[src/hdl/bdb_pkg.sv]
// Shared types and constants for the button short/long press debouncer.
// Used by the configuration block, the per-button machine and the top level.
// No dependencies.
`default_nettype none

package bdb_pkg;

	// number of buttons, fixed by the named pin and event fields
	localparam int NUM_BUTTONS = 3;

	localparam int BOUNCE_W = 10;
	localparam int HOLD_W   = 16;
	localparam int APB_DW   = 32;
	localparam int APB_AW   = 3;

	localparam logic [BOUNCE_W-1:0] BOUNCE_RESET = 10'd100;
	localparam logic [HOLD_W-1:0]   HOLD_RESET   = 16'd1000;

	// register index, taken from paddr[2]
	localparam logic REG_BOUNCE = 1'b0;
	localparam logic REG_HOLD   = 1'b1;

	// event codes
	localparam logic [1:0] EV_NONE  = 2'd0;
	localparam logic [1:0] EV_SHORT = 2'd1;
	localparam logic [1:0] EV_LONG  = 2'd2;

	typedef struct packed {
		logic [BOUNCE_W-1:0] bounce;   // bounce wait in ticks
		logic [HOLD_W-1:0]   thr;      // pressing ticks before a long press
	} cfg_t;

endpackage

`default_nettype wire

[src/hdl/bdb_if.sv]
// Valid/ready channel interfaces: the tick input and the result output.
// No dependencies.
`default_nettype none

interface bdb_tick_if;
	logic valid;
	logic ready;
	logic pin_one_level;
	logic pin_two_level;
	logic pin_three_level;

	modport source (output valid, output pin_one_level, output pin_two_level,
		output pin_three_level, input ready);
	modport sink (input valid, input pin_one_level, input pin_two_level,
		input pin_three_level, output ready);
endinterface

interface bdb_result_if;
	logic       valid;
	logic       ready;
	logic [1:0] one_event;
	logic [1:0] two_event;
	logic [1:0] three_event;
	logic       one_down;
	logic       two_down;
	logic       three_down;

	modport source (output valid, output one_event, output two_event,
		output three_event, output one_down, output two_down, output three_down,
		input ready);
	modport sink (input valid, input one_event, input two_event,
		input three_event, input one_down, input two_down, input three_down,
		output ready);
endinterface

`default_nettype wire

[src/hdl/bdb_cfg.sv]
// APB register block: bounce_ticks and hold_ticks, plus the derived hold threshold.
// Depends on bdb_pkg.
`default_nettype none

module bdb_cfg (
	input  wire logic                         clk,
	input  wire logic                         arst_n,
	input  wire logic                         psel,
	input  wire logic                         penable,
	input  wire logic                         pwrite,
	input  wire logic [bdb_pkg::APB_AW-1:0]   paddr,
	input  wire logic [bdb_pkg::APB_DW-1:0]   pwdata,
	output logic      [bdb_pkg::APB_DW-1:0]   prdata,
	output logic                              pready,
	output bdb_pkg::cfg_t                     cfg
);

	logic [bdb_pkg::BOUNCE_W-1:0] bounce_q;
	logic [bdb_pkg::HOLD_W-1:0]   hold_q;
	logic                         idx;
	logic                         wr;

	assign pready = 1'b1;
	assign idx    = paddr[2];
	assign wr     = psel & penable & pwrite & pready;

	always_ff @(posedge clk or negedge arst_n) begin
		if (!arst_n) begin
			bounce_q <= bdb_pkg::BOUNCE_RESET;
			hold_q   <= bdb_pkg::HOLD_RESET;
		end else if (wr) begin
			unique case (idx)
				bdb_pkg::REG_BOUNCE: bounce_q <= pwdata[bdb_pkg::BOUNCE_W-1:0];
				bdb_pkg::REG_HOLD:   hold_q   <= pwdata[bdb_pkg::HOLD_W-1:0];
			endcase
		end
	end

	always_comb begin
		unique case (idx)
			bdb_pkg::REG_BOUNCE: prdata = bdb_pkg::APB_DW'(bounce_q);
			bdb_pkg::REG_HOLD:   prdata = bdb_pkg::APB_DW'(hold_q);
		endcase
	end

	// hold minus bounce, floored at zero
	assign cfg.bounce = bounce_q;
	assign cfg.thr    = (hold_q > bdb_pkg::HOLD_W'(bounce_q))
		? hold_q - bdb_pkg::HOLD_W'(bounce_q) : '0;

endmodule

`default_nettype wire

[src/hdl/bdb_button.sv]
// Per-button four-phase debounce machine with a saturating tick counter.
// Depends on bdb_pkg.
`default_nettype none

module bdb_button #(
	parameter int COUNT_WIDTH = 16
) (
	input  wire logic          clk,
	input  wire logic          arst_n,
	input  wire logic          tick_en,
	input  wire logic          pressed,
	input  bdb_pkg::cfg_t      cfg,
	output logic [1:0]         ev,
	output logic               down
);

	localparam logic [1:0] PH_WAIT  = 2'd0;
	localparam logic [1:0] PH_FRONT = 2'd1;
	localparam logic [1:0] PH_PRESS = 2'd2;
	localparam logic [1:0] PH_REAR  = 2'd3;

	localparam int CMP_W = (COUNT_WIDTH > bdb_pkg::HOLD_W) ? COUNT_WIDTH : bdb_pkg::HOLD_W;
	localparam logic [COUNT_WIDTH-1:0] CNT_MAX = {COUNT_WIDTH{1'b1}};

	logic [1:0]             phase_q, phase_d;
	logic [COUNT_WIDTH-1:0] elapsed_q, elapsed_d, cnt_inc;
	logic                   seen_q, seen_d;
	logic [CMP_W-1:0]       inc_ext, bounce_ext, thr_ext;

	assign cnt_inc    = (elapsed_q == CNT_MAX) ? elapsed_q : elapsed_q + 1'b1;
	assign inc_ext    = CMP_W'(cnt_inc);
	assign bounce_ext = CMP_W'(cfg.bounce);
	assign thr_ext    = CMP_W'(cfg.thr);

	always_comb begin
		phase_d   = phase_q;
		elapsed_d = elapsed_q;
		seen_d    = seen_q;
		ev        = bdb_pkg::EV_NONE;
		unique case (phase_q)
			PH_WAIT: begin
				if (pressed) begin
					phase_d   = PH_FRONT;
					seen_d    = 1'b1;
					elapsed_d = '0;
				end
			end
			PH_FRONT: begin
				elapsed_d = cnt_inc;
				if (inc_ext > bounce_ext) begin
					phase_d   = PH_PRESS;
					elapsed_d = '0;
				end
			end
			PH_PRESS: begin
				elapsed_d = cnt_inc;
				if (!pressed)
					ev = bdb_pkg::EV_SHORT;
				else if (inc_ext > thr_ext)
					ev = bdb_pkg::EV_LONG;
				if (ev != bdb_pkg::EV_NONE) begin
					phase_d   = PH_REAR;
					seen_d    = 1'b0;
					elapsed_d = '0;
				end
			end
			PH_REAR: begin
				// counts while still held, leaves only after release
				elapsed_d = cnt_inc;
				if (!pressed && inc_ext > bounce_ext)
					phase_d = PH_WAIT;
			end
		endcase
	end

	assign down = seen_d;

	always_ff @(posedge clk or negedge arst_n) begin
		if (!arst_n) begin
			phase_q   <= PH_WAIT;
			elapsed_q <= '0;
			seen_q    <= 1'b0;
		end else if (tick_en) begin
			phase_q   <= phase_d;
			elapsed_q <= elapsed_d;
			seen_q    <= seen_d;
		end
	end

endmodule

`default_nettype wire

[src/hdl/button_short_long_press_debouncer_top.sv]
// Top level of the three-button short/long press debouncer: APB registers,
// one debounce machine per button and the registered result stage.
// Depends on bdb_pkg, bdb_if, bdb_cfg and bdb_button.
`default_nettype none

// Each tick transfer updates all button machines in the cycle it is taken and
// leaves exactly one result in the result register from the next cycle on, where
// it holds until its own transfer. A tick is taken every cycle as long as the
// result register is empty or being drained in the same cycle, so the sustained
// rate is one tick per clock; the result register is the only stage between the
// two channels. bounce_ticks sits at byte address 0 and hold_ticks at 4; write
// them only while no tick is in flight.
module button_short_long_press_debouncer_top #(
	parameter int COUNT_WIDTH = 16
) (
	input  wire logic                       clk,
	input  wire logic                       arst_n,
	input  wire logic                       psel,
	input  wire logic                       penable,
	input  wire logic                       pwrite,
	input  wire logic [bdb_pkg::APB_AW-1:0] paddr,
	input  wire logic [bdb_pkg::APB_DW-1:0] pwdata,
	output logic      [bdb_pkg::APB_DW-1:0] prdata,
	output logic                            pready,
	bdb_tick_if.sink                        tick,
	bdb_result_if.source                    result
);

	localparam int NB = bdb_pkg::NUM_BUTTONS;

	bdb_pkg::cfg_t   cfg;
	logic            tick_en;
	logic [NB-1:0]   pressed;
	logic [1:0]      ev   [NB];
	logic [NB-1:0]   down;

	logic            valid_q;
	logic [1:0]      ev_q [NB];
	logic [NB-1:0]   down_q;

	bdb_cfg u_cfg (
		.clk     (clk),
		.arst_n  (arst_n),
		.psel    (psel),
		.penable (penable),
		.pwrite  (pwrite),
		.paddr   (paddr),
		.pwdata  (pwdata),
		.prdata  (prdata),
		.pready  (pready),
		.cfg     (cfg)
	);

	// pins are active low
	assign pressed = ~{tick.pin_three_level, tick.pin_two_level, tick.pin_one_level};

	assign tick.ready = !valid_q || result.ready;
	assign tick_en    = tick.valid && tick.ready;

	for (genvar b = 0; b < NB; b++) begin : g_btn
		bdb_button #(
			.COUNT_WIDTH (COUNT_WIDTH)
		) u_btn (
			.clk     (clk),
			.arst_n  (arst_n),
			.tick_en (tick_en),
			.pressed (pressed[b]),
			.cfg     (cfg),
			.ev      (ev[b]),
			.down    (down[b])
		);
	end

	always_ff @(posedge clk or negedge arst_n) begin
		if (!arst_n)
			valid_q <= 1'b0;
		else if (tick.ready)
			valid_q <= tick.valid;
	end

	always_ff @(posedge clk) begin
		if (tick_en) begin
			ev_q   <= ev;
			down_q <= down;
		end
	end

	assign result.valid       = valid_q;
	assign result.one_event   = ev_q[0];
	assign result.two_event   = ev_q[1];
	assign result.three_event = ev_q[2];
	assign result.one_down    = down_q[0];
	assign result.two_down    = down_q[1];
	assign result.three_down  = down_q[2];

	// every accepted tick leaves a result waiting in the next cycle
	a_tick_gives_result: assert property (@(posedge clk) disable iff (!arst_n)
		tick_en |=> result.valid)
		else $error("tick transfer without a following result");

	// an event ends the press, so button one's down flag must already be cleared
	a_ev_clears_down: assert property (@(posedge clk) disable iff (!arst_n)
		result.valid && (result.one_event != bdb_pkg::EV_NONE) |-> !result.one_down)
		else $error("button one event with down still set");

	a_ev_code: assert property (@(posedge clk) disable iff (!arst_n)
		result.valid |-> (result.one_event != 2'd3) && (result.two_event != 2'd3)
			&& (result.three_event != 2'd3))
		else $error("undefined event code");

endmodule

`default_nettype wire

[src/flat_wrapper.sv]
// flat-port wrapper written by rule: the top's interface ports become plain ports
module button_short_long_press_debouncer_top_flat 
#(
	parameter int COUNT_WIDTH = 16
)
  (clk, arst_n, psel, penable, pwrite, paddr, pwdata, prdata, pready, tick_valid, tick_pin_one_level, tick_pin_two_level, tick_pin_three_level, tick_ready, result_valid, result_one_event, result_two_event, result_three_event, result_one_down, result_two_down, result_three_down, result_ready);
  bdb_tick_if tick_i ();
  bdb_result_if result_i ();
  input  wire logic clk;
  input  wire logic arst_n;
  input  wire logic psel;
  input  wire logic penable;
  input  wire logic pwrite;
  input  wire logic [bdb_pkg::APB_AW-1:0] paddr;
  input  wire logic [bdb_pkg::APB_DW-1:0] pwdata;
  output logic      [bdb_pkg::APB_DW-1:0] prdata;
  output logic pready;
  input wire logic [$bits(tick_i.valid)-1:0] tick_valid;
  input wire logic [$bits(tick_i.pin_one_level)-1:0] tick_pin_one_level;
  input wire logic [$bits(tick_i.pin_two_level)-1:0] tick_pin_two_level;
  input wire logic [$bits(tick_i.pin_three_level)-1:0] tick_pin_three_level;
  output wire logic [$bits(tick_i.ready)-1:0] tick_ready;
  output wire logic [$bits(result_i.valid)-1:0] result_valid;
  output wire logic [$bits(result_i.one_event)-1:0] result_one_event;
  output wire logic [$bits(result_i.two_event)-1:0] result_two_event;
  output wire logic [$bits(result_i.three_event)-1:0] result_three_event;
  output wire logic [$bits(result_i.one_down)-1:0] result_one_down;
  output wire logic [$bits(result_i.two_down)-1:0] result_two_down;
  output wire logic [$bits(result_i.three_down)-1:0] result_three_down;
  input wire logic [$bits(result_i.ready)-1:0] result_ready;
  assign tick_i.valid = tick_valid;
  assign tick_i.pin_one_level = tick_pin_one_level;
  assign tick_i.pin_two_level = tick_pin_two_level;
  assign tick_i.pin_three_level = tick_pin_three_level;
  assign tick_ready = tick_i.ready;
  assign result_valid = result_i.valid;
  assign result_one_event = result_i.one_event;
  assign result_two_event = result_i.two_event;
  assign result_three_event = result_i.three_event;
  assign result_one_down = result_i.one_down;
  assign result_two_down = result_i.two_down;
  assign result_three_down = result_i.three_down;
  assign result_i.ready = result_ready;
  button_short_long_press_debouncer_top #(.COUNT_WIDTH(COUNT_WIDTH)) u_core (.clk(clk), .arst_n(arst_n), .psel(psel), .penable(penable), .pwrite(pwrite), .paddr(paddr), .pwdata(pwdata), .prdata(prdata), .pready(pready), .tick(tick_i), .result(result_i));
endmodule
[config.mk]
export PLATFORM = sky130hd
export DESIGN_NAME = button_short_long_press_debouncer_top_flat
export DESIGN_NICKNAME = d
export VERILOG_FILES = /design/src/hdl/bdb_pkg.sv /design/src/hdl/bdb_if.sv /design/src/hdl/bdb_cfg.sv /design/src/hdl/bdb_button.sv /design/src/hdl/button_short_long_press_debouncer_top.sv /design/src/flat_wrapper.sv
export SDC_FILE = /design/constraint.sdc
export NUM_CORES = 1
export LEC_CHECK = 0
export BUFFER_PORTS_ARGS = -buffer_cell sky130_fd_sc_hd__buf_2
export CORE_UTILIZATION = 44
export DETAILED_ROUTE_END_ITERATION = 16
export PLACE_DENSITY = 0.74
export SYNTH_ARGS = -nofsm -noshare
export SYNTH_HDL_FRONTEND = slang
export SYNTH_SLANG_ARGS = --single-unit
[constraint.sdc]
create_clock -name clk -period 6.2 [get_ports clk]
set_input_delay 0.31 -clock clk [delete_from_list [all_inputs] [get_ports clk]]
set_output_delay 0.31 -clock clk [all_outputs]
set_load 0.05 [all_outputs]
Word level (Yosys, flattened, before mapping)
Cells that the tools add are included.
{"block": "word_totals", "register_bits": 93, "wordCells": 128, "input_bits": 45}
{"block": "classes", "bitwise_logic": 4, "muxes": 50, "addsub": 4, "reduce_logical": 23, "eq_ne": 24, "order_cmp": 7}
{"cell": "16-bit 2-to-1 mux", "count": 13}
{"cell": "16-bit one-hot mux with 4 select lines", "count": 3}
{"cell": "16-bit by 10-bit > comparator with 1-bit output", "count": 4}
{"cell": "32-bit one-hot mux with 2 select lines", "count": 1}
{"cell": "16-bit by 1-bit adder with 16-bit output, second input constant", "count": 3}
{"cell": "16-bit equality test, second input constant", "count": 3}
{"cell": "16-bit > comparator", "count": 3}
{"cell": "2-bit 2-to-1 mux", "count": 21}
{"cell": "2-bit one-hot mux with 4 select lines", "count": 3}
{"cell": "2-bit != test, second input constant", "count": 9}
{"cell": "16-bit by 10-bit subtractor with 16-bit output", "count": 1}
{"cell": "5-bit AND reduction", "count": 3}
{"cell": "2-bit equality test, second input constant", "count": 6}
{"cell": "2-bit AND reduction", "count": 5}
{"cell": "2-bit by 1-bit equality test with 1-bit output, second input constant", "count": 3}
{"cell": "2-bit zero test", "count": 3}
{"cell": "1-bit 2-to-1 mux", "count": 6}
{"cell": "2-bit by 1-bit != test with 1-bit output, second input constant", "count": 3}
{"cell": "1-bit one-hot mux with 2 select lines", "count": 3}
{"cell": "2-bit nonzero test", "count": 3}
{"cell": "1-bit logical AND", "count": 4}
{"cell": "1-bit zero test", "count": 4}
{"cell": "3-bit inverter", "count": 1}
{"cell": "1-bit AND", "count": 2}
{"cell": "other kinds (2)", "count": 2}

Depth between registers and ports, before layout
Gate-level depths: netlist (run 1).
{"block": "depth", "word_depth": 9, "mapped_depth": 23}

Cells and area by module
A second synthesis (run 1) with hierarchy kept.
{"block": "hier_totals", "hier_cells": 1038, "area_unflattened_um2": 8777.2}
{"mod": "bdb_button", "cells_per_inst": 261, "instances": 3, "seq_area_each_um2": 475.5, "area_per_inst_um2": 2099.5}
{"mod": "bdb_cfg", "cells_per_inst": 239, "instances": 1, "seq_area_each_um2": 661.9, "area_per_inst_um2": 2143.3}
{"mod": "button_short_long_press_debouncer_top", "cells_per_inst": 16, "instances": 1, "seq_area_each_um2": 295.3, "area_per_inst_um2": 335.3}

Worst setup path before layout (run 1)
Ideal clock, no wire load.
{"block": "synth_path", "path_kind": "flip-flop to flip-flop", "start": "register u_core.u_cfg.bounce_q[5] (netlist name)", "end": "register u_core.g_btn[2].u_btn.phase_q[1]", "setup_slack_ns": 1.739, "t_arrival_ns": 4.337, "stages_incl_launch_ff": 20, "path_cell_list": "dfstp_2 > inv_1 > ha_1 > nand4_1 > a21oi_1 > nor3_1 > o21ai_0 > nand2_1 > nand2_1 > clkbuf_1 > nand2_1 > ha_1 > a21o_1 > a21o_1 > a221o_1 > a2111oi_0 > nand4_1 > o311a_1 > o21ai_0 > mux2_2"}
{"block": "synth_via", "elab_chain_len": 9, "elab_cells_between_ends": 14, "classes_between": "add/sub: 1; order compare: 3; eq/ne: 3; mux: 4; reduce/logical: 3"}
{"element": "start, declared", "line_no": "bdb_cfg.sv:18", "source": "logic [bdb_pkg::BOUNCE_W-1:0] bounce_q;"}
{"element": "start signal, assigned", "line_no": "bdb_cfg.sv:29", "source": "bounce_q <= bdb_pkg::BOUNCE_RESET;"}
{"element": "start signal, assigned", "line_no": "bdb_cfg.sv:33", "source": "bdb_pkg::REG_BOUNCE: bounce_q <= pwdata[bdb_pkg::BOUNCE_W-1:0];"}
{"element": "16-bit by 10-bit subtractor with 16-bit output / 16-bit by 10-bit > comparator with 1-bit output (equally long branches)", "line_no": "bdb_cfg.sv:49, bdb_cfg.sv:48"}
{"element": "16-bit 2-to-1 mux", "line_no": "bdb_cfg.sv:49", "source": "? hold_q - bdb_pkg::HOLD_W'(bounce_q) : '0;"}
{"element": "16-bit > comparator", "line_no": "bdb_button.sv:59", "source": "else if (inc_ext > thr_ext)"}
{"element": "2-bit 2-to-1 mux", "line_no": "bdb_button.sv:59"}
{"element": "2-bit 2-to-1 mux", "line_no": "bdb_button.sv:57", "source": "if (!pressed)"}
{"element": "2-bit 2-to-1 mux", "line_no": "bdb_button.sv:40", "source": "unique case (phase_q)"}
{"element": "2-bit nonzero test", "line_no": "bdb_button.sv:61", "source": "if (ev != bdb_pkg::EV_NONE) begin"}
{"element": "2-bit != test (no line)"}
{"element": "5-bit AND reduction (no line) *"}
{"element": "end signal, assigned", "line_no": "bdb_button.sv:84", "source": "phase_q <= phase_d;"}
{"element": "end, declared", "line_no": "bdb_button.sv:25", "source": "logic [1:0] phase_q, phase_d;"}
Every way passes the cells marked *; elsewhere a longest branch is shown, timed or not. The select of a mux whose other input is x is not followed.
A chain may end at the register's enable or synchronous reset.

Worst setup path in the final report (run 1)
{"block": "layout_path", "start": "register u_core.u_cfg.bounce_q[0] (netlist name)", "end": "register u_core.g_btn[0].u_btn.elapsed_q[0]"}
{"block": "layout_via", "elab_chain_len": 9, "elab_cells_between_ends": 12, "classes_between": "add/sub: 1; order compare: 3; mux: 7; reduce/logical: 1"}
{"element": "16-bit by 10-bit subtractor with 16-bit output / 16-bit by 10-bit > comparator with 1-bit output (equally long branches)", "line_no": "bdb_cfg.sv:49, bdb_cfg.sv:48"}
{"element": "16-bit 2-to-1 mux", "line_no": "bdb_cfg.sv:49"}
{"element": "16-bit > comparator", "line_no": "bdb_button.sv:59"}
{"element": "2-bit 2-to-1 mux", "line_no": "bdb_button.sv:59"}
{"element": "2-bit 2-to-1 mux", "line_no": "bdb_button.sv:57"}
{"element": "2-bit 2-to-1 mux", "line_no": "bdb_button.sv:40"}
{"element": "2-bit nonzero test", "line_no": "bdb_button.sv:61"}
{"element": "16-bit 2-to-1 mux", "line_no": "bdb_button.sv:61"}
{"element": "16-bit one-hot mux with 4 select lines *", "line_no": "bdb_button.sv:40"}
{"element": "end signal, assigned", "line_no": "bdb_button.sv:85", "source": "elapsed_q <= elapsed_d;"}
{"element": "end, declared", "line_no": "bdb_button.sv:26", "source": "logic [COUNT_WIDTH-1:0] elapsed_q, elapsed_d, cnt_inc;"}
Marks and branches as above.

==> results of run 1 <==
worst max-delay path by stage:
stage	end	cells after the start	start
finish	u_core.g_btn[0].u_btn.elapsed_q[0]	20	u_core.u_cfg.bounce_q[0]
floorplan	u_core.g_btn[2].u_btn.phase_q[1]	19	u_core.u_cfg.bounce_q[5]
global placement	u_core.g_btn[1].u_btn.elapsed_q[2]	20	u_core.u_cfg.bounce_q[0]
CTS	u_core.g_btn[0].u_btn.elapsed_q[0]	20	u_core.u_cfg.bounce_q[0]
global route	u_core.g_btn[0].u_btn.elapsed_q[3]	20	u_core.u_cfg.bounce_q[0]
detailed placement	u_core.g_btn[0].u_btn.elapsed_q[0]	20	u_core.u_cfg.bounce_q[0]
area by class of cell:
type | count | area [um2]
inverters | 31 | 116
fillers | 1636 | 8800
repair buffers | 56 | 293
multi-input cells | 726 | 5310
flip-flops and latches | 93 | 2380
clock buffers | 14 | 285
well taps | 225 | 282
clock inverters | 2 | 13.8
Yosys cell counts, types with 4 or more instances:
library cell,instances,share of area
ha_1,100,0.16
nand2_1,85,0.040
dfrtp_1,75,0.24
o21ai_0,46,0.029
nor2_1,43,0.020
a21oi_1,41,0.026
a22o_1,36,0.040
mux2_2,34,0.048
nand4_1,30,0.024
inv_1,29,0.014
nand3_1,27,0.017
a21o_1,24,0.023
and2_1,23,0.018
buf_4,18,0.017
xor2_1,16,0.018
nor3_1,15,0.0094
and3_1,13,0.010
nor2b_1,13,0.010
o21a_1,13,0.012
xnor2_1,13,0.014
clkbuf_1,12,0.0057
nand2b_1,11,0.0086
or3_1,10,0.0078
and4_1,9,0.0099
dfstp_2,9,0.030
edfxtp_1,9,0.034
a211oi_1,8,0.0075
a31oi_1,8,0.0063
mux2i_1,8,0.010
or2_2,8,0.0063
nor4_1,7,0.0055
buf_2,5,0.0031
nor3b_1,5,0.0047
a41oi_1,4,0.0044
o31ai_1,4,0.0038
state kept, by name, indices dropped and copies added (netlist names):
name,flops
u_core.g_btn.u_btn.elapsed_q,48
u_core.u_cfg.hold_q,16
u_core.u_cfg.bounce_q,10
u_core.g_btn.u_btn.phase_q,6
u_core.down_q,3
u_core.g_btn.u_btn.seen_q,3
u_core.result.one_event,2
u_core.result.three_event,2
u_core.result.two_event,2
u_core.result.valid,1
critical path: stages (launching register included):
cell and delay [ns]:
dfrtp_1 0.52, ha_1 0.23, inv_1 0.05, fa_1 0.40, nand3_1 0.12, a21oi_1 0.12, nor3_1 0.36, o21ai_0 0.25
a21oi_1 0.45, nor2_1 0.08, mux2i_1 0.55, ha_1 0.36, a21o_1 0.16, a21o_1 0.17, a21oi_1 0.17, o21ai_0 0.10
a21oi_1 0.15, o22ai_2 0.16, o21ai_2 0.62, a21oi_1 0.16, mux2i_1 0.16
layer usage:
layer | GRT usage | vias up
met5 | 0 | -
li1 | - | 3329
met2 | 0.361 | 175
met3 | 0.0381 | 49
met4 | 0.0938 | 0
met1 | 0.281 | 3239
repair_timing:
item / CTS / global route
resized for setup: 0 / 0
hold buffers: 1 / 0
hold endpoints to repair: 32 / 0
where the power goes:
part	internal [uW]	switching [uW]	total (uW)
combinational	540	909	1450
sequential	718	95.0	813
clock	319	243	562
total	1580	1250	2820
cells in the final DEF (no fill, tap or decap), drive strengths merged, types with 10 or more instances in the layout:
| master | instances |
|---|---|
| a21o | 24 |
| a21oi | 41 |
| a22o | 36 |
| and2 | 24 |
| and3 | 13 |
| buf | 55 |
| clkbuf | 14 |
| conb | 17 |
| dfrtp | 75 |
| ha | 100 |
| inv | 31 |
| mux2 | 35 |
| nand2 | 85 |
| nand2b | 11 |
| nand3 | 27 |
| nand4 | 30 |
| nor2 | 44 |
| nor2b | 13 |
| nor3 | 15 |
| o21a | 13 |
| o21ai | 49 |
| or2 | 10 |
| or3 | 10 |
| xnor2 | 13 |
| xor2 | 16 |
through the flow:
step,worst slack [ns],cells
4_1_cts,0.829,1147
5_1_grt,0.402,1147
3_3_place_gp,0.954,1130
3_5_place_dp,0.840,1130
6_report,0.750,1147
2_1_floorplan,1.74,887
logic make-up after synthesis:
| kind of cell | count (synthesis) | synth area share |
|---|---|---|
| flip-flops | 93 | 0.299 |
| AND/OR/NAND/NOR | 311 | 0.206 |
| XOR/XNOR | 29 | 0.0319 |
| multiplexers | 43 | 0.0600 |
| other | 2 | 0.000942 |
| buffers and inverters | 68 | 0.0424 |
| AO/OA/AOI/OAI | 224 | 0.199 |
| adder cells (fa/ha/maj) | 102 | 0.161 |
==> results by group, run 1 <==
Timing
  – Max Freq: 0.183 GHz
  – Setup TNS: 0 ns
  – Final period util: 0.879
  – Clk_skew: 0.00981 ns
  – Max Transition Viols Final: 0
  – RSZ-0062 raised after global routing: no
  – Tmin final: between 5 and 6 ns
  – Final hold vios: 0
  – Normalized max-slew margin: 0.422
  – Worst Hold Slack: between 0.15 and 0.2 ns
  – Final setup violation count: 0
  – Worst Max-Slew Pin Slew: 0.864 ns

Route
  – Met2 wire length: 8860 um
  – Iteration count of the initial detailed-routing pass: 5
  – Drt drc: 0
  – Post-route ant nets: 0
  – WL/cell: 16.8 um
  – Metal-1 WL: 8890 um
  – Top Metal Used: met4
  – Initial DRC count: about 450
  – Final wirelength: 19200 um
  – Routed length on met3: around 850 um
  – Via density: around 6
  – Via count: 6792

Setup path
  – WS Path Type: reg -> reg
  – Worst setup EP type: register
  – CP required: 6.48 ns
  – FF-to-FF End: u_core.g_btn[0].u_btn.elapsed_q[0]
  – Worst r2r src: u_core.u_cfg.bounce_q[0]
  – Critical Path Fanout Max: 17
  – Reg2Reg Setup Slack: 0.75 ns
  – Crit path launch type: register
  – Reg2Reg Depth: 20
  – Data arrival, critical path: 5.73 ns

Logic synthesis
  – Number of library cell types mapped by synthesis: 81
  – Synth Instances: 872
  – EDFF count, synth: 9
  – Count of yosys warnings during synthesis: 0
  – Async SR Flop Fraction: 0.903
  – Cell Area, Synth: 7970 um2
  – Synth Area per Inst: 9.14 um2
  – Register area share after synthesis: 0.299
  – Ys flop type: dfrtp_1
  – Seq cells post-synth: 93

Power
  – Leakage: 0.00418 uW
  – VDD IR-drop max: between 200 and 250 uV
  – P per Cell Area: around 330 nW/um2
  – Total chip power: around 2800 uW

Clocking
  – Sink Count: 93
  – Num CTS Buffers: 9
  – Root buffer cell: clkbuf_16
  – CTS tree: done
  – Postcts setup bufs: 0
  – Clock buffer depth: 2
  – Htree depth: 3
  – Worst-Skew Late Latency: 0.36 ns
  – CTS clk-pin slew, worst paths: 0.07 ns

Global routing
  – First-pass GRT wire length: 31700 um
  – Initial antenna violation count: 0
  – Grt ovf: 0
  – Pin count of the biggest net entering global routing: 44
  – Vias in the first global route: 6378
  – Gr usage total: 0.219

Run status
  – Status: finished, final reports clean

Die
  – Die Y: between 100 and 150 um
  – Die ar.: 18700 um2
  – Core ar.: 17500 um2
  – Initial Util: 0.456
  – Row count: 48
  – Die width: 137 um
  – I/O pins: 89

Hold path
  – Hold Crit Start: tick_valid
  – Worst Hold Endpoint: u_core.result.valid
  – Hold depth: 2
  – Worst min path class: in -> reg

Placement
  – Post-DP Area: 8370 um2
  – IO buf count: 53
  – Final HPWL DP: 14400 um
  – Gpl congestion: 0.913

Finish
  – Finished Cell Area: 8680 um2
  – Final Net Count: 1063
  – Utilization after layout: 0.497
  – Layout cell share with drive strength beyond 1: 0.150
  – # diodes: 0
  – Area Overhead vs Synth: 8.89%

Job
  – MaxCap Viol Count: 0
Note: power is estimated with default switching activity, not from simulation.
==> run 2: changes to the inputs <==
==> constraint.sdc (replaced) <==
create_clock -name clk -period 5.03 [get_ports clk]
set_input_delay 1.006 -clock clk [delete_from_list [all_inputs] [get_ports clk]]
set_output_delay 1.006 -clock clk [all_outputs]
set_load 0.05 [all_outputs]
==> run 2 against run 1 <==
  * Register-to-register slack got worse by 0.39 ns
  * Die area did not move
  * Critical path depth rose by 3
  * Sequential power rose by 23%
  * Cell count rose by 1.7%
  * Sequential share of layout area fell by 0.60 points
  * Via count rose by 2.0%
  * Sequential cell count did not move
  * Setup slack got worse by 0.39 ns
  * Critical endpoint is now u_core.g_btn[1].u_btn.elapsed_q[3]
==> results by group, run 2 (same netlist as run 1, synthesis figures left out) <==
Run status
  – Status: finished, final reports clean (unchanged)

Route
  – Metal-1 WL: 8830 um (was 8890 um)
  – Via count: 6925 (was 6792)
  – WL/cell: 16.6 um (was 16.8 um)
  – Post-route ant nets: 0 (unchanged)
  – Via density: 5.93 (was 5.92)
  – Top Metal Used: met4 (unchanged)
  – Initial DRC count: 466 (was 449)
  – Met2 wire length: 9110 um (was 8860 um)
  – Final wirelength: 19400 um (was 19200 um)
  – Drt drc: 0 (unchanged)
  – Iteration count of the initial detailed-routing pass: 6 (was 5)
  – Routed length on met3: 821 um (was 848 um)

Global routing
  – Gr usage total: 0.219 (about the same)
  – Vias in the first global route: 6408 (was 6378)
  – Initial antenna violation count: 0 (unchanged)
  – Grt ovf: 0 (unchanged)
  – Pin count of the biggest net entering global routing: 44 (unchanged)
  – First-pass GRT wire length: 31600 um (was 31700 um)

Timing
  – Max Freq: 0.214 GHz (was 0.183 GHz)
  – Max Transition Viols Final: 0 (unchanged)
  – Final period util: 0.928 (was 0.879)
  – Final hold vios: 0 (unchanged)
  – Clk_skew: 0.00815 ns (was 0.00981 ns)
  – Final setup violation count: 0 (unchanged)
  – Worst Max-Slew Pin Slew: 0.907 ns (was 0.864 ns)
  – Normalized max-slew margin: 0.394 (was 0.422)
  – RSZ-0062 raised after global routing: no (unchanged)
  – Tmin final: 4.67 ns (was 5.45 ns)
  – Setup TNS: 0 ns (unchanged)

Finish
  – Final Net Count: 1083 (was 1063)
  – Most common cell after layout, fill and taps aside: ha_1 (unchanged)
  – Largest regs: u_core.g_btn.u_btn.elapsed_q x48, u_core.u_cfg.hold_q x16, u_core.u_cfg.bounce_q x10 (unchanged)
  – Multi-input logic area: 5320 um2 (was 5310 um2)
  – Max FFs per register: 48 (unchanged)
  – Reg area: 2380 um2 (unchanged)
  – # diodes: 0 (unchanged)
  – Finished Cell Area: 8870 um2 (was 8680 um2)
  – Fillers: 1617 (was 1636)
  – Area Overhead vs Synth: 11.3% (was 8.89%)
  – Layout cell share with drive strength beyond 1: 0.173 (was 0.150)
  – Most frequent cells in the layout: 100 x ha_1, 85 x nand2_1, 75 x dfrtp_1 (unchanged)
  – Most flop-heavy register: u_core.g_btn.u_btn.elapsed_q (unchanged)

Setup path
  – CP peak stage delay: 0.40 ns (was 0.62 ns)
  – Worst setup EP type: register (unchanged)
  – Crit path launch type: register (unchanged)
  – Data arrival, critical path: 4.97 ns (was 5.73 ns)
  – WS Path Type: reg -> reg (unchanged)
  – CP delay by family, top: compound AO/OA/AOI/OAI gates (unchanged)
  – CP required: 5.33 ns (was 6.48 ns)
  – Critical Path Fanout Max: 6 (was 17)
  – Crit path buffers/inverters: 4 (was 1)
  – Crit-path most repeated cell: a21oi_1 (unchanged)
  – CP max stage cell: fa_1 (was o21ai_2)
  – Worst path cell trace: inv_1 -> ha_1 -> inv_1 -> fa_1 -> nand3_1 -> a21oi_1 -> nor3_1 -> o21ai_1 -> a21oi_1 -> nor2_1 -> mux2i_1 -> buf_4 -> ha_1 -> a21oi_1 -> o21ai_0 -> a21o_1 -> a221oi_1 -> o21ai_0 -> o21bai_2 -> buf_4 -> a31oi_2 -> a21oi_1 -> a21o_1 (was ha_1 -> inv_1 -> fa_1 -> nand3_1 -> a21oi_1 -> nor3_1 -> o21ai_0 -> a21oi_1 -> nor2_1 -> mux2i_1 -> ha_1 -> a21o_1 -> a21o_1 -> a21oi_1 -> o21ai_0 -> a21oi_1 -> o22ai_2 -> o21ai_2 -> a21oi_1 -> mux2i_1)

Hold path
  – Worst min path class: reg -> reg (was in -> reg)

Die
  – Die ar.: 18700 um2 (unchanged)
  – Initial Util: 0.456 (unchanged)
  – Die width: 137 um (unchanged)
  – Die Y: 137 um (unchanged)
  – Row count: 48 (unchanged)
  – I/O pins: 89 (unchanged)
  – Core ar.: 17500 um2 (unchanged)

Clocking
  – Root buffer cell: clkbuf_16 (unchanged)
  – Clock buffer depth: 2 (unchanged)
  – Num CTS Buffers: 9 (unchanged)
  – Htree depth: 3 (unchanged)
  – Postcts setup bufs: 0 (unchanged)
  – Worst-Skew Late Latency: 0.36 ns (about the same)
  – Sink Count: 93 (unchanged)
  – CTS tree: done (unchanged)
  – CTS clk-pin slew, worst paths: 0.07 ns (about the same)
  – Cts hold-fix bufs: 0 (was 1)

Job
  – MaxCap Viol Count: 0 (unchanged)

Placement
  – Post-DP Area: 8530 um2 (was 8370 um2)
  – Final HPWL DP: 14600 um (was 14400 um)
  – IO buf count: 53 (unchanged)
  – Gpl congestion: 0.903 (was 0.913)

Power
  – P per Cell Area: 411 nW/um2 (was 325 nW/um2)
  – Leakage: 0.00430 uW (was 0.00418 uW)
  – VDD IR-drop max: 250 uV (was 204 uV)
## run 2: where the power goes
part / internal [uW] / switching [uW]
logic: 721 / 1150
registers: 885 / 113
clock network: 464 / 311
total: 2070 / 1580
## run 2: path summary, 6_finish.rpt
path / from / end / slack, ns / depth (start not counted)
worst max-delay path: u_core.u_cfg.hold_q[0] / u_core.g_btn[1].u_btn.elapsed_q[3] / 0.36 / 23
worst min-delay path: u_core.u_cfg.bounce_q[8] / u_core.u_cfg.bounce_q[8] / 0.51 / 1
worst max register to register: u_core.u_cfg.hold_q[0] / u_core.g_btn[1].u_btn.elapsed_q[3] / 0.36 / 23
worst min register to register: u_core.u_cfg.bounce_q[8] / u_core.u_cfg.bounce_q[8] / 0.51 / 1
max in group asynchronous: arst_n / u_core.g_btn[2].u_btn.elapsed_q[14] / 3.46 / 2
min in group asynchronous: arst_n / u_core.g_btn[1].u_btn.elapsed_q[0] / 0.61 / 1
## run 2: per-stage QoR
stage          setup WS, ns  hold slack, ns  instances  power, uW  utilization
3_5_place_dp          0.240           0.497       1151       2840        0.488
4_1_cts               0.188           0.512       1167       3640        0.507
5_1_grt              0.0455           0.532       1167       3920        0.508
3_3_place_gp          0.362           0.488       1151       2790        0.488
2_1_floorplan         0.569           0.479        887       2350            -
6_report              0.362           0.511       1167       3650        0.508
## run 2: layer usage
metal  vias up  global-route usage
met2       195               0.363
li1       3382                   -
met4         0              0.0932
met3        42              0.0374
met1      3306               0.279
met5         -                   0
## run 2: cell type report
class / count / share of cell area
clock inverter: 6 / 0.00945
multi-input combinational: 726 / 0.599
tap: 225 / 0.0317
sequential: 93 / 0.269
inverter: 31 / 0.0134
clock buffer: 10 / 0.0282
timing repair buffer: 76 / 0.0496
## run 2: worst reg2reg max path: stages (launching register included)
cell,delay (ns)
dfrtp_1,0.39
inv_1,0.06
ha_1,0.15
inv_1,0.05
fa_1,0.40
nand3_1,0.12
a21oi_1,0.12
nor3_1,0.28
o21ai_1,0.17
a21oi_1,0.38
nor2_1,0.08
mux2i_1,0.14
buf_4,0.19
ha_1,0.25
a21oi_1,0.15
o21ai_0,0.10
a21o_1,0.19
a221oi_1,0.32
o21ai_0,0.16
o21bai_2,0.22
buf_4,0.17
a31oi_2,0.17
a21oi_1,0.24
a21o_1,0.11
## run 2: timing repair
item	CTS	global route
gates resized for setup	0	8
endpoints found under the setup margin	0	40
hold endpoints to repair	0	0
==> run 3: changes to the inputs <==
Settings changed: CELL_PAD_IN_SITES_DETAIL_PLACEMENT set to 1, CELL_PAD_IN_SITES_GLOBAL_PLACEMENT set to 1, CTS_CLUSTER_SIZE set to 8, PLACE_DENSITY 0.74 to 0.89.
==> run 3 against run 2 <==
  * Largest cell class unchanged
  * Highest routed layer unchanged
  * Worst hold slack improved by 0.0065 ns
  * Largest power group unchanged
  * Count of clock-buffer cells in the layout unchanged
  * Critical path type unchanged
  * Cell area rose by 0.76%
  * Sequential cell count unchanged
==> results by group, run 3 (same netlist as run 1, synthesis figures left out) <==
Setup path
  – Crit path launch type: register (unchanged)
  – WS Path Type: reg -> reg (unchanged)
  – CP peak stage delay: 0.53 ns (was 0.40 ns)
  – CP delay by family, top: compound AO/OA/AOI/OAI gates (unchanged)
  – Worst setup EP type: register (unchanged)
  – Data arrival, critical path: 5.23 ns (was 4.97 ns)
  – CP required: 5.33 ns (about the same)
  – Crit path buffers/inverters: 2 (was 4)
  – Critical Path Fanout Max: 9 (was 6)
  – CP max stage cell: dfstp_2 (was fa_1)
  – Crit-path most repeated cell: a211oi_1 (was a21oi_1)
  – Worst path cell trace: inv_1 -> ha_1 -> o21ai_1 -> a21boi_0 -> o21ai_1 -> a21oi_1 -> o21ai_0 -> a21oi_2 -> o311ai_4 -> ha_1 -> a211oi_1 -> o21ai_0 -> o211a_1 -> buf_4 -> a211oi_1 -> nand2_1 -> o311a_1 -> o32a_2 -> a211oi_1 -> a21o_1 (was inv_1 -> ha_1 -> inv_1 -> fa_1 -> nand3_1 -> a21oi_1 -> nor3_1 -> o21ai_1 -> a21oi_1 -> nor2_1 -> mux2i_1 -> buf_4 -> ha_1 -> a21oi_1 -> o21ai_0 -> a21o_1 -> a221oi_1 -> o21ai_0 -> o21bai_2 -> buf_4 -> a31oi_2 -> a21oi_1 -> a21o_1)
  – Reg2Reg Setup Slack: 0.10 ns (was 0.36 ns)

Die
  – Row count: 48 (unchanged)
  – Initial Util: 0.456 (unchanged)
  – Die Y: 137 um (unchanged)
  – Core ar.: 17500 um2 (unchanged)
  – Die ar.: 18700 um2 (unchanged)
  – I/O pins: 89 (unchanged)
  – Die width: 137 um (unchanged)

Clocking
  – Cts hold-fix bufs: 0 (unchanged)
  – Worst-Skew Late Latency: 0.37 ns (was 0.36 ns)
  – Sink Count: 93 (unchanged)
  – Num CTS Buffers: 9 (unchanged)
  – CTS clk-pin slew, worst paths: 0.07 ns (about the same)
  – Clock buffer depth: 2 (unchanged)
  – CTS tree: done (unchanged)
  – Root buffer cell: clkbuf_16 (unchanged)
  – Htree depth: 3 (unchanged)

Global routing
  – Grt ovf: 0 (unchanged)
  – Pin count of the biggest net entering global routing: 48 (was 44)
  – Vias in the first global route: 7444 (was 6408)
  – Gr usage total: 0.270 (was 0.219)
  – First-pass GRT wire length: 38700 um (was 31600 um)
  – Initial antenna violation count: 0 (unchanged)

Finish
  – Most common cell after layout, fill and taps aside: ha_1 (unchanged)
  – Largest regs: u_core.g_btn.u_btn.elapsed_q x48, u_core.u_cfg.hold_q x16, u_core.u_cfg.bounce_q x10 (unchanged)
  – Layout cell share with drive strength beyond 1: 0.185 (was 0.173)
  – Final Net Count: 1093 (was 1083)
  – Max FFs per register: 48 (unchanged)
  – Most frequent cells in the layout: 100 x ha_1, 84 x nand2_1, 75 x dfrtp_1 (was 100 x ha_1, 85 x nand2_1, 75 x dfrtp_1)
  – Finished Cell Area: 8940 um2 (was 8870 um2)
  – Utilization after layout: 0.512 (was 0.508)
  – Area Overhead vs Synth: 12.2% (was 11.3%)
  – # diodes: 0 (unchanged)
  – Most flop-heavy register: u_core.g_btn.u_btn.elapsed_q (unchanged)

Route
  – WL/cell: 21.1 um (was 16.6 um)
  – Final wirelength: 24800 um (was 19400 um)
  – Via count: 7314 (was 6925)
  – Initial DRC count: 485 (was 466)
  – Via density: 6.21 (was 5.93)
  – Iteration count of the initial detailed-routing pass: 4 (was 6)
  – Drt drc: 0 (unchanged)
  – Post-route ant nets: 0 (unchanged)

Placement
  – Final HPWL DP: 18000 um (was 14600 um)
  – IO buf count: 53 (unchanged)
  – Post-DP Area: 8590 um2 (was 8530 um2)
  – Gpl congestion: 0.885 (was 0.903)

Timing
  – Clk_skew: 0.0128 ns (was 0.00815 ns)
  – Max Transition Viols Final: 0 (unchanged)
  – Max Freq: 0.203 GHz (was 0.214 GHz)
  – Final setup violation count: 0 (unchanged)
  – Setup TNS: 0 ns (unchanged)
  – Worst Max-Slew Pin Slew: 1.01 ns (was 0.907 ns)
  – Tmin final: 4.93 ns (was 4.67 ns)
  – Normalized max-slew margin: 0.326 (was 0.394)
  – Final hold vios: 0 (unchanged)
  – Final period util: 0.980 (was 0.928)

Power
  – VDD IR-drop max: 251 uV (was 250 uV)
  – Net Sw Frac: 0.462 (was 0.432)
  – P_int: 2040 uW (was 2070 uW)
  – Clock share of power: 0.185 (was 0.212)
  – Psw: 1750 uW (was 1580 uW)
  – Leakage: 0.00433 uW (was 0.00430 uW)
  – P per Cell Area: 423 nW/um2 (was 411 nW/um2)
  – Sequential power share: 0.266 (was 0.274)
  – Total chip power: 3780 uW (was 3650 uW)
  – Gate power share: 0.549 (was 0.514)

Run status
  – Status: finished, final reports clean (unchanged)

Hold path
  – Worst min path class: reg -> reg (unchanged)

Job
  – MaxCap Viol Count: 0 (unchanged)
## run 3: cell count changes in the layout (fill, tap and decap cells not counted), sizes merged
| cell | delta |
|---|---|
| clkinvlp | +1 |
| bufinv | -1 |
| buf | +10 |
## run 3: area by class of cell
cell class / count / area (um2)
fill: 2020 / 8540
multi-input combinational: 726 / 5350
sequential: 93 / 2380
timing repair buffer: 86 / 515
tap: 225 / 282
clock buffer: 10 / 229
inverter: 31 / 119
clock inverter: 6 / 63.8
## run 3: what timing repair did
action	in CTS	in global routing
pin swaps	0	1
gates resized for setup	1	14
buffers inserted	0	1
setup endpoints to repair	1	63
gates cloned	0	0
## run 3: path summary, 6_finish.rpt
check                                              start                             endpoint  depth (start not counted)
worst max-delay path            u_core.u_cfg.bounce_q[2]   u_core.g_btn[2].u_btn.elapsed_q[0]                         20
worst min-delay path            u_core.u_cfg.bounce_q[9]             u_core.u_cfg.bounce_q[9]                          1
worst max register to register  u_core.u_cfg.bounce_q[2]   u_core.g_btn[2].u_btn.elapsed_q[0]                         20
worst min register to register  u_core.u_cfg.bounce_q[9]             u_core.u_cfg.bounce_q[9]                          1
max in group asynchronous                         arst_n  u_core.g_btn[0].u_btn.elapsed_q[12]                          2
min in group asynchronous                         arst_n             u_core.u_cfg.bounce_q[8]                          1
## run 3: worst register-to-register path, delay by kind of cell (launching register included)
kind	cells	cell delay, ns
AND/OR/NAND/NOR	1	0.12
AO/OA/AOI/OAI	15	3.28
flip-flops	1	0.53
adder cells (fa/ha/maj)	2	0.72
buffers and inverters	2	0.21
## run 3: metal layers
layer	track usage	up-vias	part of all wire
li1	-	3393	-
met1	0.333	3674	0.43
met2	0.463	173	0.49
met3	0.0370	74	0.040
met4	0.125	0	0.041
met5	0	-	0
## run 3: per-stage QoR
step	hold WS, ns	instances	setup slack (ns)
after floorplan	0.479	887	0.569
after global placement	0.487	1160	0.295
after detailed placement	0.504	1160	0.0763
after CTS	0.521	1176	0.00318
after global routing	0.541	1177	-0.0823
final	0.517	1177	0.100
## run 3: power by group through the flow
stage | logic, uW | clock network (uW) | registers, uW
after global routing | 2260 | 736 | 1020
after global placement | 1810 | 0 | 1000
after CTS | 1970 | 709 | 1000
after detailed placement | 1930 | 0 | 1020
final | 2080 | 699 | 1010
after floorplan | 1340 | 0 | 1010
